==> src/design/bmorph_pkg.sv <==
`default_nettype none

package bmorph_pkg;

	// Fixed widths of the register fields and the result count.
	localparam int SIZE_W  = 13;
	localparam int COUNT_W = 25;

	// Configuration port geometry: three 32-bit registers at 0x0, 0x4, 0x8.
	localparam int APB_ADDR_W = 4;
	localparam int APB_DATA_W = 32;

	// Default frame limits.
	localparam int DEF_MAX_WIDTH  = 4096;
	localparam int DEF_MAX_HEIGHT = 4096;

	localparam logic [SIZE_W-1:0]  SIZE_RESET = 13'd4096;
	localparam logic [COUNT_W-1:0] COUNT_MAX  = '1;

	// Window shift mask: keeps the two older columns of each row.
	localparam logic [8:0] SHIFT_KEEP = 9'h1B6;

	localparam logic MODE_ERODE  = 1'b0;
	localparam logic MODE_DILATE = 1'b1;

	typedef enum logic [1:0] {
		REG_MODE   = 2'd0,
		REG_WIDTH  = 2'd1,
		REG_HEIGHT = 2'd2
	} reg_idx_t;

	typedef struct packed {
		logic              mode;
		logic [SIZE_W-1:0] width;
		logic [SIZE_W-1:0] height;
	} cfg_t;

	typedef struct packed {
		logic emit;
		logic last;
		logic border;
	} item_flags_t;

endpackage

`default_nettype wire

==> src/design/bmorph_cfg.sv <==
`default_nettype none

module bmorph_cfg
	import bmorph_pkg::*;
(
	input  wire logic                  clk,
	input  wire logic                  arst_n,
	input  wire logic                  psel,
	input  wire logic                  penable,
	input  wire logic                  pwrite,
	input  wire logic [APB_ADDR_W-1:0] paddr,
	input  wire logic [APB_DATA_W-1:0] pwdata,
	output logic      [APB_DATA_W-1:0] prdata,
	output logic                       pready,
	output cfg_t                       cfg
);

	logic              mode_q;
	logic [SIZE_W-1:0] width_q;
	logic [SIZE_W-1:0] height_q;
	reg_idx_t          idx;
	logic              wr_en;

	assign idx    = reg_idx_t'(paddr[3:2]);
	assign pready = 1'b1;
	assign wr_en  = psel && penable && pwrite && pready;

	always_ff @(posedge clk or negedge arst_n) begin
		if (!arst_n) begin
			mode_q   <= MODE_ERODE;
			width_q  <= SIZE_RESET;
			height_q <= SIZE_RESET;
		end else if (wr_en) begin
			case (idx)
				REG_MODE:   mode_q   <= pwdata[0];
				REG_WIDTH:  width_q  <= pwdata[SIZE_W-1:0];
				REG_HEIGHT: height_q <= pwdata[SIZE_W-1:0];
				default: begin
				end
			endcase
		end
	end

	always_comb begin
		case (idx)
			REG_MODE:   prdata = {{(APB_DATA_W-1){1'b0}}, mode_q};
			REG_WIDTH:  prdata = {{(APB_DATA_W-SIZE_W){1'b0}}, width_q};
			REG_HEIGHT: prdata = {{(APB_DATA_W-SIZE_W){1'b0}}, height_q};
			default:    prdata = '0;
		endcase
	end

	assign cfg.mode   = mode_q;
	assign cfg.width  = width_q;
	assign cfg.height = height_q;

endmodule

`default_nettype wire

==> config.mk <==
export PLATFORM = sky130hd
export DESIGN_NAME = bmorph_cfg
export DESIGN_NICKNAME = d
export VERILOG_FILES = /design/src/design/bmorph_pkg.sv /design/src/design/bmorph_cfg.sv
export SDC_FILE = /design/constraint.sdc
export NUM_CORES = 1
export LEC_CHECK = 0
export ABC_AREA = 1
export BUFFER_PORTS_ARGS = -buffer_cell sky130_fd_sc_hd__buf_2
export CORE_MARGIN = 8
export CORE_UTILIZATION = 44
export CTS_CLUSTER_SIZE = 8
export DETAILED_ROUTE_END_ITERATION = 8
export GPL_TIMING_DRIVEN = 0
export PLACE_DENSITY = 0.84
export SYNTH_ARGS = -nofsm -noshare
export SYNTH_HDL_FRONTEND = slang
export SYNTH_SLANG_ARGS = --single-unit
==> constraint.sdc <==
create_clock -name clk -period 2.5 [get_ports clk]
set_clock_uncertainty 0.15 [all_clocks]
set_input_delay 0.25 -clock clk [delete_from_list [all_inputs] [get_ports clk]]
set_output_delay 0.25 -clock clk [all_outputs]
set_load 0.05 [all_outputs]
==> impl_summary.txt <==
----------------------------------------------------
[Floorplan]
  Die ar. ... 5340 um^2
  Die boundary height ... 73.1 um
  Starting Density ... 46.6%
  Horizontal die dimension ... 73.1 um
  Site row count ... 20
  Area of the placeable core ... 3080 um^2
  Number of top-level pins ... 101

[Cells and area]
  Summed area of non-filler cells in the final layout ... 2010 um^2
  Layout area overhead ... 40.3%
  Layout Nets ... 329
  Inserted Diodes ... 0
  Layout cell share with drive strength beyond 1 ... 34.5%

[Pwr]
  Power per standard cell area ... 795 nW/um^2
  Fraction of power consumed by the clock network ... 12.2%
  Reg power frac ... 37.4%
  Leak ... 0.00126 uW
  Internal portion of total power ... 769 uW
  Gate power share ... 50.5%
  Sw Ratio ... 51.9%
  Switching power ... 830 uW
  Worst voltage drop across the vdd grid ... 0.465 mV

[CTS]
  Clock Root Buffer ... clkbuf_4
  Clock tree from TritonCTS ... done
  Max clock buf depth ... 2
  Post-CTS Repair Setup Buffers ... 0
  H-tree level count ... 1
  Clock-pin transition on the worst setup and hold timing paths ... 0.14 ns
  CTS buffer count ... 3
  Clock Latency Late Sink ... 0.33 ns
  Number of sinks driven by the clock tree ... 27

[Logic synthesis]
  Library cell with the largest summed area after synthesis ... dfrtp_1
  Register bit total from synthesis ... 27
  Area share of the leading cell type in the synthesized netlist ... 43.6%
  Synth top cells by count ... 123 x nand2_1, 25 x dfrtp_1, 21 x buf_4
  Part of the Yosys area used for sequential elements ... 47.3%
  Average instance area after synthesis ... 7.43 um^2
  Share of async-settable or async-resettable flops after synthesis ... 100%
  Synthesis warning total ... 0
  Most used standard cell by instance count after synthesis ... nand2_1
  Number of synthesized flops with an enable pin ... 0
  Cell count after synthesis ... 193
  Prevailing post-synth register cell ... dfrtp_1
  Number of distinct library cells after synthesis ... 14
  Leading cell types by total area after synthesis ... dfrtp_1 44%, nand2_1 32%, buf_4 11%
  Netlist Area Pre-Place ... 1430 um^2

[Run]
  Max-capacitance violation count ... 0

[Critical path]
  Endpoint of the lowest-slack register-to-register path ... height_q[12]$_DFFE_PN1P_
  RR Startpoint ... height_q[12]$_DFFE_PN1P_
  Type of element capturing the critical path ... primary output
  Data arrival time of the worst path ... 1.25 ns
  Worst R2R Path Depth ... 2
  Category of the critical setup timing path ... flop to primary output
  Peak fanout along the critical path ... 3
  Startpoint class of the critical path ... flop
  Data required, critical path ... 2.10 ns
  Worst R2R Setup Slack ... 1.63 ns

[Global route]
  Number of global-route vias before repair ... 1418
  Antenna violations before repair ... 0
  Global-route wire length before repair ... 6290 um
  Overall global routing resource usage ... 14.9%
  Largest net degree at the start of global routing ... 28
  GR Overflow Total ... 0

[Timing]
  Max_slew headroom ... 61.7%
  Final period util ... 66.2%
  FMAX ... 604 MHz
  Setup repair after global routing missed its margin ... no
  Number of hold violations in the final report ... 0
  Max Transition Viols Final ... 0
  Transition at the pin with the smallest max-transition slack ... 0.574 ns
  Post-route minimum period ... 1.65 ns
  # setup viols final ... 0
  Setup total negative slack ... 0 ns

[Hold path]
  Capture endpoint of the worst hold path ... width_q[0]$_DFFE_PN0P_
  Min-Delay Path Class ... input port to flop
  Hold_sp ... pwdata[0]
  Number of cells on the worst hold path ... 3

[Place]
  Count of buffers from port buffering ... 59
  Post-detailed-placement cell area ... 1850 um^2
  Final RePlAce weighted congestion ... 0.783
  Detailed placement HPWL ... 3010 um

[Route]
  DRC ... 0
  Routed wire length per instance ... 12.1 um
  Iteration-0 DRC Markers ... 52
  Drt first pass iters ... 4
  Vias per cell ... 4.15
  Detailed-route via count ... 1374
  Number of routed nets with antenna violations ... 0
  Routed wire length ... 4010 um

[Outcome]
  Run status ... finished clean

----------------------------------------------------
[placed cells by master, fill, tap and decap left out, types with 3 or more instances in the layout]
cell type,count
buf_2,61
buf_4,21
buf_6,4
clkbuf_4,3
conb_1,20
dfrtp_1,25
dlygate4sd3_1,13
inv_1,3
nand2_1,123
nand3_1,3
[area by class of cell]
class                      instances  area [um^2]
fill                             288         1070
sequential                        27          678
multi-input combinational        152          592
timing repair buffer              72          425
buffer                            27          213
tap                               44         55.1
clock buffer                       3         22.5
inverter                           5         18.8
clock inverter                     1         7.51
[logic make-up (layout without fill, tap and decap cells)]
group         count (synthesis)  after routing  synth area share [%]
other cells                   2             20                 0.524
simple gates                132            132                  36.0
flops                        27             27                  47.3
buf+inv                      32            108                  16.1
[metal layers]
layer  track usage (%)  vias to the layer above  wire [um]
li1                  -                      727          -
met1              15.5                      600       1580
met2              27.3                       45       2020
met3              5.63                        2        389
met4              3.56                        0         14
met5                 0                        -          0
[what timing repair did]
| item | CTS | global route |
|---|---|---|
| hold endpoints to repair | 49 | 0 |
| hold buffers | 13 | 0 |
| resized for setup | 0 | 0 |
[through the flow]
step / hold WS (ns) / setup slack (ns) / power [uW] / std cells / util [%]
floorplan: -0.196 / 0.969 / 1210 / 211 / -
global placement: 0.131 / 0.874 / 1390 / 314 / 60.2
detailed placement: 0.137 / 0.839 / 1400 / 314 / 60.2
CTS: 0.0187 / 0.838 / 1600 / 331 / 65.4
global route: 0.0244 / 0.728 / 1680 / 331 / 65.4
finish: 0.0178 / 0.845 / 1600 / 331 / 65.4
[sequential cells by signal, indices dropped and copies added (netlist names)]
register and cells:
height_q 13, width_q 13, mode_q 1
[power by group through the flow]
stage               clock network [uW]  logic (uW)  registers [uW]
finish                             195         807             597
global route                       216         855             612
CTS                                197         810             597
detailed placement                   0         795             605
global placement                     0         785             604
floorplan                            0         308             907
[worst max-delay path: stages, from the launching register on]
cell	delay [ns]
dfstp_2	0.57
nand2_1	0.05
nand2_1	0.06
buf_2	0.26
[worst max-delay path by stage]
stage / from / end / cells past startpoint
detailed placement: paddr[3] / prdata[1] / 8
global placement: paddr[3] / prdata[11] / 8
floorplan: width_q[0]$_DFFE_PN0P_ / prdata[0] / 2
global route: paddr[2] / prdata[10] / 8
CTS: width_q[12]$_DFFE_PN1P_ / prdata[12] / 3
finish: width_q[12]$_DFFE_PN1P_ / prdata[12] / 3
Power figures use the tool's default switching activity.
