`src/design/bmorph_pkg.sv`:
```
`default_nettype none

package bmorph_pkg;

	// Fixed widths of the register fields and the result count.
	localparam int SIZE_W  = 13;
	localparam int COUNT_W = 25;

	// Configuration port geometry: three 32-bit registers at 0x0, 0x4, 0x8.
	localparam int APB_ADDR_W = 4;
	localparam int APB_DATA_W = 32;

	// Default frame limits.
	localparam int DEF_MAX_WIDTH  = 4096;
	localparam int DEF_MAX_HEIGHT = 4096;

	localparam logic [SIZE_W-1:0]  SIZE_RESET = 13'd4096;
	localparam logic [COUNT_W-1:0] COUNT_MAX  = '1;

	// Window shift mask: keeps the two older columns of each row.
	localparam logic [8:0] SHIFT_KEEP = 9'h1B6;

	localparam logic MODE_ERODE  = 1'b0;
	localparam logic MODE_DILATE = 1'b1;

	typedef enum logic [1:0] {
		REG_MODE   = 2'd0,
		REG_WIDTH  = 2'd1,
		REG_HEIGHT = 2'd2
	} reg_idx_t;

	typedef struct packed {
		logic              mode;
		logic [SIZE_W-1:0] width;
		logic [SIZE_W-1:0] height;
	} cfg_t;

	typedef struct packed {
		logic emit;
		logic last;
		logic border;
	} item_flags_t;

endpackage

`default_nettype wire

```
`src/design/bmorph_ctrl.sv`:
```
`default_nettype none

module bmorph_ctrl
	import bmorph_pkg::*;
#(
	parameter int MAX_WIDTH  = DEF_MAX_WIDTH,
	parameter int MAX_HEIGHT = DEF_MAX_HEIGHT
) (
	input  wire logic                         clk,
	input  wire logic                         arst_n,
	input  wire cfg_t                         cfg,
	input  wire logic                         accept,
	output logic      [$clog2(MAX_WIDTH)-1:0] col,
	output item_flags_t                       flags,
	output logic                              clr_busy,
	output logic      [$clog2(MAX_WIDTH)-1:0] clr_addr
);

	localparam int AW = $clog2(MAX_WIDTH);
	localparam int CW = AW + 1;
	localparam int RW = $clog2(MAX_HEIGHT + 3);
	localparam int KW = (SIZE_W > CW) ? SIZE_W : CW;
	localparam int KH = (SIZE_W > RW) ? SIZE_W : RW;

	logic [KW-1:0] w_ext, w_cl;
	logic [KH-1:0] h_ext, h_cl;
	logic [CW-1:0] w;
	logic [RW-1:0] h;
	logic [AW-1:0] col_q, c;
	logic [RW-1:0] row_q, r;
	logic [CW-1:0] c_inc;
	logic          wrap_pre, wrap_post;
	logic          clr_busy_q;
	logic [AW-1:0] clr_addr_q;

	// Sizes are clamped to 1..MAX when used; a zero acts as one.
	always_comb begin
		w_ext = KW'(cfg.width);
		h_ext = KH'(cfg.height);
		if (w_ext == '0) begin
			w_cl = KW'(1);
		end else if (w_ext > KW'(MAX_WIDTH)) begin
			w_cl = KW'(MAX_WIDTH);
		end else begin
			w_cl = w_ext;
		end
		if (h_ext == '0) begin
			h_cl = KH'(1);
		end else if (h_ext > KH'(MAX_HEIGHT)) begin
			h_cl = KH'(MAX_HEIGHT);
		end else begin
			h_cl = h_ext;
		end
		w = w_cl[CW-1:0];
		h = h_cl[RW-1:0];
	end

	// A column left at or past a narrowed width wraps before use.
	always_comb begin
		wrap_pre  = {1'b0, col_q} >= w;
		c         = wrap_pre ? '0 : col_q;
		r         = wrap_pre ? row_q + RW'(1) : row_q;
		c_inc     = {1'b0, c} + CW'(1);
		wrap_post = c_inc >= w;
	end

	assign col          = c;
	assign flags.emit   = (r >= RW'(2)) || ((r == RW'(1)) && (c != '0));
	assign flags.last   = r > h;
	assign flags.border = (c == '0) || (c == AW'(1)) || (r <= RW'(1)) || (r >= h);

	always_ff @(posedge clk or negedge arst_n) begin
		if (!arst_n) begin
			col_q <= '0;
			row_q <= '0;
		end else if (accept) begin
			if (flags.last) begin
				col_q <= '0;
				row_q <= '0;
			end else if (wrap_post) begin
				col_q <= '0;
				row_q <= r + RW'(1);
			end else begin
				col_q <= c_inc[AW-1:0];
				row_q <= r;
			end
		end
	end

	// Sweep that zeroes the line memory once after reset.
	always_ff @(posedge clk or negedge arst_n) begin
		if (!arst_n) begin
			clr_busy_q <= 1'b1;
			clr_addr_q <= '0;
		end else if (clr_busy_q) begin
			if (clr_addr_q == AW'(MAX_WIDTH - 1)) begin
				clr_busy_q <= 1'b0;
			end else begin
				clr_addr_q <= clr_addr_q + AW'(1);
			end
		end
	end

	assign clr_busy = clr_busy_q;
	assign clr_addr = clr_addr_q;

endmodule

`default_nettype wire
```
`config.mk`:
```
export PLATFORM = sky130hd
export DESIGN_NAME = bmorph_ctrl
export DESIGN_NICKNAME = d
export VERILOG_FILES = /design/src/design/bmorph_pkg.sv /design/src/design/bmorph_ctrl.sv
export SDC_FILE = /design/constraint.sdc
export NUM_CORES = 1
export LEC_CHECK = 0
export BUFFER_PORTS_ARGS = -buffer_cell sky130_fd_sc_hd__buf_2
export CORE_MARGIN = 1.5
export CORE_UTILIZATION = 52
export DETAILED_ROUTE_END_ITERATION = 10
export GPL_ROUTABILITY_DRIVEN = 0
export GPL_TIMING_DRIVEN = 0
export MAX_ROUTING_LAYER = met4
export PLACE_DENSITY_LB_ADDON = 0.3
export SLEW_MARGIN = 20
export SYNTH_ARGS = -nofsm -noshare
export SYNTH_HDL_FRONTEND = slang
export SYNTH_SLANG_ARGS = --single-unit
export TNS_END_PERCENT = 50
```
`constraint.sdc`:
```
create_clock -name clk -period 4.4 [get_ports clk]
set_clock_uncertainty 0.15 [all_clocks]
set_input_delay 0.22 -clock clk [delete_from_list [all_inputs] [get_ports clk]]
set_output_delay 0.22 -clock clk [all_outputs]
set_load 0.05 [all_outputs]
```
==> flow_summary_export.csv <==
group,metric,value,unit
power_and_ir_drop,power.density,365,mW/mm2
timing,fmax,0.213,GHz
worst_hold_path,hold_class,"in -> reg",
synthesis,ys.flop_type,"dfrtp_1",
critical_path,cp-start-kind,"flip-flop",
status,status,"finished, violations left",
die,ioPinCount,58,
die,die_h,86.3,um
critical_path,worst_setup_path_end_kind,"flip-flop",
clock_tree,clk_path_buf_depth,2,
synthesis,synthArstFlopShare,100,%
synthesis,ys_seq_area_share,26.4,%
synthesis,syn_nets,497,
timing,grt_setup_unrepaired,"true",
synthesis,synthesis.yosys.warnings,0,
global_route,grt_util_all_layers,30.6,%
critical_path,rr_worst_depth,22,
clock_tree,clock-sinks,38,
die,die_w,86.3,um
timing,setup_violations,24,
placed_design,dpl.hpwl,7130,um
clock_tree,tritoncts,"built",
critical_path,worst_ep_required_time,4.47,ns
synthesis,syn_inst,421,
critical_path,crit_chain,"ha_1 -> a21o_1 -> a21oi_2 -> nor2_4 -> nor3_4 -> buf_8 -> nand2_4 -> clkinvlp_4 -> ha_4 -> nand4_1 -> nor2_2 -> xnor2_1 -> nor2_1 -> ha_1 -> nand2_2 -> nor3_4 -> a221oi_4 -> a21oi_4 -> nor3b_4 -> nand2_1 -> mux2_4 -> o311ai_4",
cells_and_area,fillers,425,
synthesis,ys_ff_latch,38,
global_route,overflow,0,
power_and_ir_drop,leakage,2.47,nW
cells_and_area,n_antenna_cell,0,
clock_tree,cts_max_level,2,
power_and_ir_drop,switching_share,47.0,%
drt,wl,12000,um
timing,period_minus_slack,4.70,ns
synthesis,synth-edff-count,0,
drt,avgViaCountPerCell,6.31,
power_and_ir_drop,p_clk_share,14.4,%
timing,worstMarginPinSlew,0.867,ns
synthesis,syn_area,0.00361,mm2
power_and_ir_drop,max-vdd-ir-drop,0.429,mV
cells_and_area,nets,618,
die,coreArea,0.00676,mm2
drt,ant_nets,0,
timing,layout_setup_ws,-0.297,ns
synthesis,yosysUniqueCellTypes,63,
global_route,grt_pass1_vias,3635,
timing,relSlewSlack,42.2,%
cells_and_area,syn2layout_area_growth,41.1,%
worst_hold_path,whs_path_depth,2,
drt,drc,0,
die,start_util,53.4,%
global_route,grt_max_degree,39,
timing,drv_slew,0,
power_and_ir_drop,combPwrFrac,61.5,%
synthesis,avgSynthCellArea,8.57,um2
drt,first_iter_violations,436,
critical_path,rrSetupSlack,-0.30,ns
clock_tree,cts_buffers,5,
global_route,antenna_found_initial,0,
critical_path,cp_max_fo,8,
critical_path,slowest_delay,0.42,ns
power_and_ir_drop,p_seq_share,24.1,%
clock_tree,clk_latency,0.31,ns
power_and_ir_drop,p_sw,0.873,mW
clock_tree,clkSlewWorstSetupHoldPaths,0.09,ns
global_route,grt_pass1_wl,17300,um
power_and_ir_drop,p_int,0.985,mW
timing,period_share,107,%
drt,first_pass_iters,7,
critical_path,cp.arrival,4.76,ns
run,maxCapViolations,0,
placed_design,dpl.cell_count,556,
die,rows,30,
placed_design,io_buffer_count,55,
timing,fin_hold_ws,0.255,ns
die,dieArea,0.00744,mm2
status,violations,"negative setup slack",
cells_and_area,drive_gt1_share,38.5,%
critical_path,cp_slowest_cell,"dfrtp_1",
power_and_ir_drop,power,1.86,mW
timing,hold_viol_final,0,
critical_path,path_class,"reg -> reg",
clock_tree,cts_root_buf,"clkbuf_8",
cells_and_area,fin_cells,623,
drt,vias,3933,
drt,wl_per_cell,19.2,um
## synthesized netlist by cell type, types with 3 or more instances
library cell / instances / area share, %
nor2_1: 24 / 2.5
o2bb2ai_1: 5 / 1.2
o31ai_1: 5 / 1.0
dfrtp_1: 37 / 26
nand3_1: 18 / 2.5
and3_1: 9 / 1.6
a31oi_1: 3 / 0.52
nand2b_1: 3 / 0.52
or3_1: 4 / 0.69
clkbuf_1: 11 / 1.1
nor4_1: 5 / 0.87
o21ai_0: 10 / 1.4
nor2b_1: 3 / 0.52
o32ai_1: 3 / 0.73
nand2_1: 54 / 5.6
nor3_1: 5 / 0.69
xnor2_1: 32 / 7.8
and2_1: 9 / 1.6
xor2_1: 10 / 2.4
o21a_1: 5 / 1.0
a32oi_1: 3 / 0.73
inv_1: 24 / 2.5
o22ai_1: 4 / 0.69
ha_1: 46 / 16
a22o_1: 11 / 2.7
nand4_1: 12 / 2.1
a21o_1: 4 / 0.83
or4_1: 4 / 0.83
a21oi_1: 13 / 1.8
## path summary, 6_finish.rpt
check	to	start
setup / recovery	row_q[9]$_DFFE_PN0P_	col_q[10]$_DFFE_PN0P_
hold / removal	row_q[3]$_DFFE_PN0P_	accept
setup reg to reg	row_q[9]$_DFFE_PN0P_	col_q[10]$_DFFE_PN0P_
hold reg to reg	clr_addr[6]$_DFFE_PN0P_	clr_addr[6]$_DFFE_PN0P_
max in group asynchronous	col_q[5]$_DFFE_PN0P_	arst_n
min in group asynchronous	clr_addr[6]$_DFFE_PN0P_	arst_n
## sequential cells by signal, summed over array words and instances (netlist names)
signal / count
col_q: 12
clr_addr: 12
row_q: 13
clr_busy: 1
## through the flow
stage               utilization [%]  setup WS (ns)  setup TNS (ns)  area (um2)
finish                         75.3         -0.297           -3.13        5090
global route                   75.3         -0.443           -6.76        5090
CTS                            70.1        -0.0462          -0.135        4730
floorplan                         -         -0.134          -0.537        3730
detailed placement             60.8          -1.21          -25.31        4110
global placement               60.8          -1.05          -23.54        4110
## kinds of logic (layout without fill, tap and decap cells)
group | count (synthesis) | in the layout | share of synthesized area (%)
adders and majority gates | 46 | 46 | 16.0
DFF | 38 | 38 | 26.4
and+or+nand+nor | 166 | 166 | 24.1
muxes | 3 | 3 | 0.902
buffers and inverters | 37 | 159 | 3.89
AOI/OAI and AO/OA | 89 | 89 | 18.6
xor gates and xnor gates | 42 | 42 | 10.2
## layout make-up
cell class | instances | area, um2 | area share [%]
plain buffers | 12 | 88.8 | 1.75
clock buffers | 6 | 82.6 | 1.62
clock inverters | 2 | 12.5 | 0.246
inverters | 24 | 97.6 | 1.92
multi-input cells | 346 | 2970 | 58.4
flip-flops and latches | 38 | 960 | 18.9
well taps | 80 | 100 | 1.97
repair buffers | 115 | 774 | 15.2
## routing by layer
layer	global-route usage [%]	vias up	wire length (um)
met5	-	-	0
met4	9.82	0	252
met3	4.57	38	974
met2	50.2	222	5880
li1	-	1795	-
met1	39.0	1878	4850
## repair_timing
action,in CTS,in global routing
endpoints found under the hold margin,37,0
endpoints found under the setup margin,27,27
resized for setup,49,40
hold buffers,1,0
setup buffers,37,21
cloned,0,1
pin swaps,24,31
## layout by cell type, fill, tap and decap left out, types with 4 or more instances in the layout
cell / instances
ha_1: 38
xnor2_2: 7
or4_1: 4
nor2_1: 19
nand2_2: 9
buf_4: 58
ha_4: 7
and3_1: 8
clkbuf_1: 6
xor2_1: 10
inv_1: 20
buf_6: 4
nand3_1: 17
o21a_1: 5
dfrtp_1: 31
o31ai_1: 4
a21oi_1: 10
buf_2: 51
a22o_1: 11
a21o_1: 4
o21ai_0: 5
and2_1: 9
nand4_1: 12
xnor2_1: 25
dfrtp_2: 6
o2bb2ai_1: 5
clkbuf_8: 7
nand2_1: 43
## worst max-delay path: cells and delay by family (launching register included)
kind            cells  cell delay, ns
xor+xnor            1            0.13
mux                 1            0.34
fa+ha+maj           3            0.79
simple gates       10            1.68
flops               1            0.42
compound gates      5            0.81
buf+inv             2            0.27
## power by group through the flow
stage / logic, mW / clock network [mW] / registers [mW]
global route: 1.22 / 0.282 / 0.451
finish: 1.14 / 0.267 / 0.448
detailed placement: 0.829 / 0 / 0.458
floorplan: 0.645 / 0 / 0.442
global placement: 0.810 / 0 / 0.456
CTS: 0.994 / 0.258 / 0.440
Power figures use the tool's default switching activity.
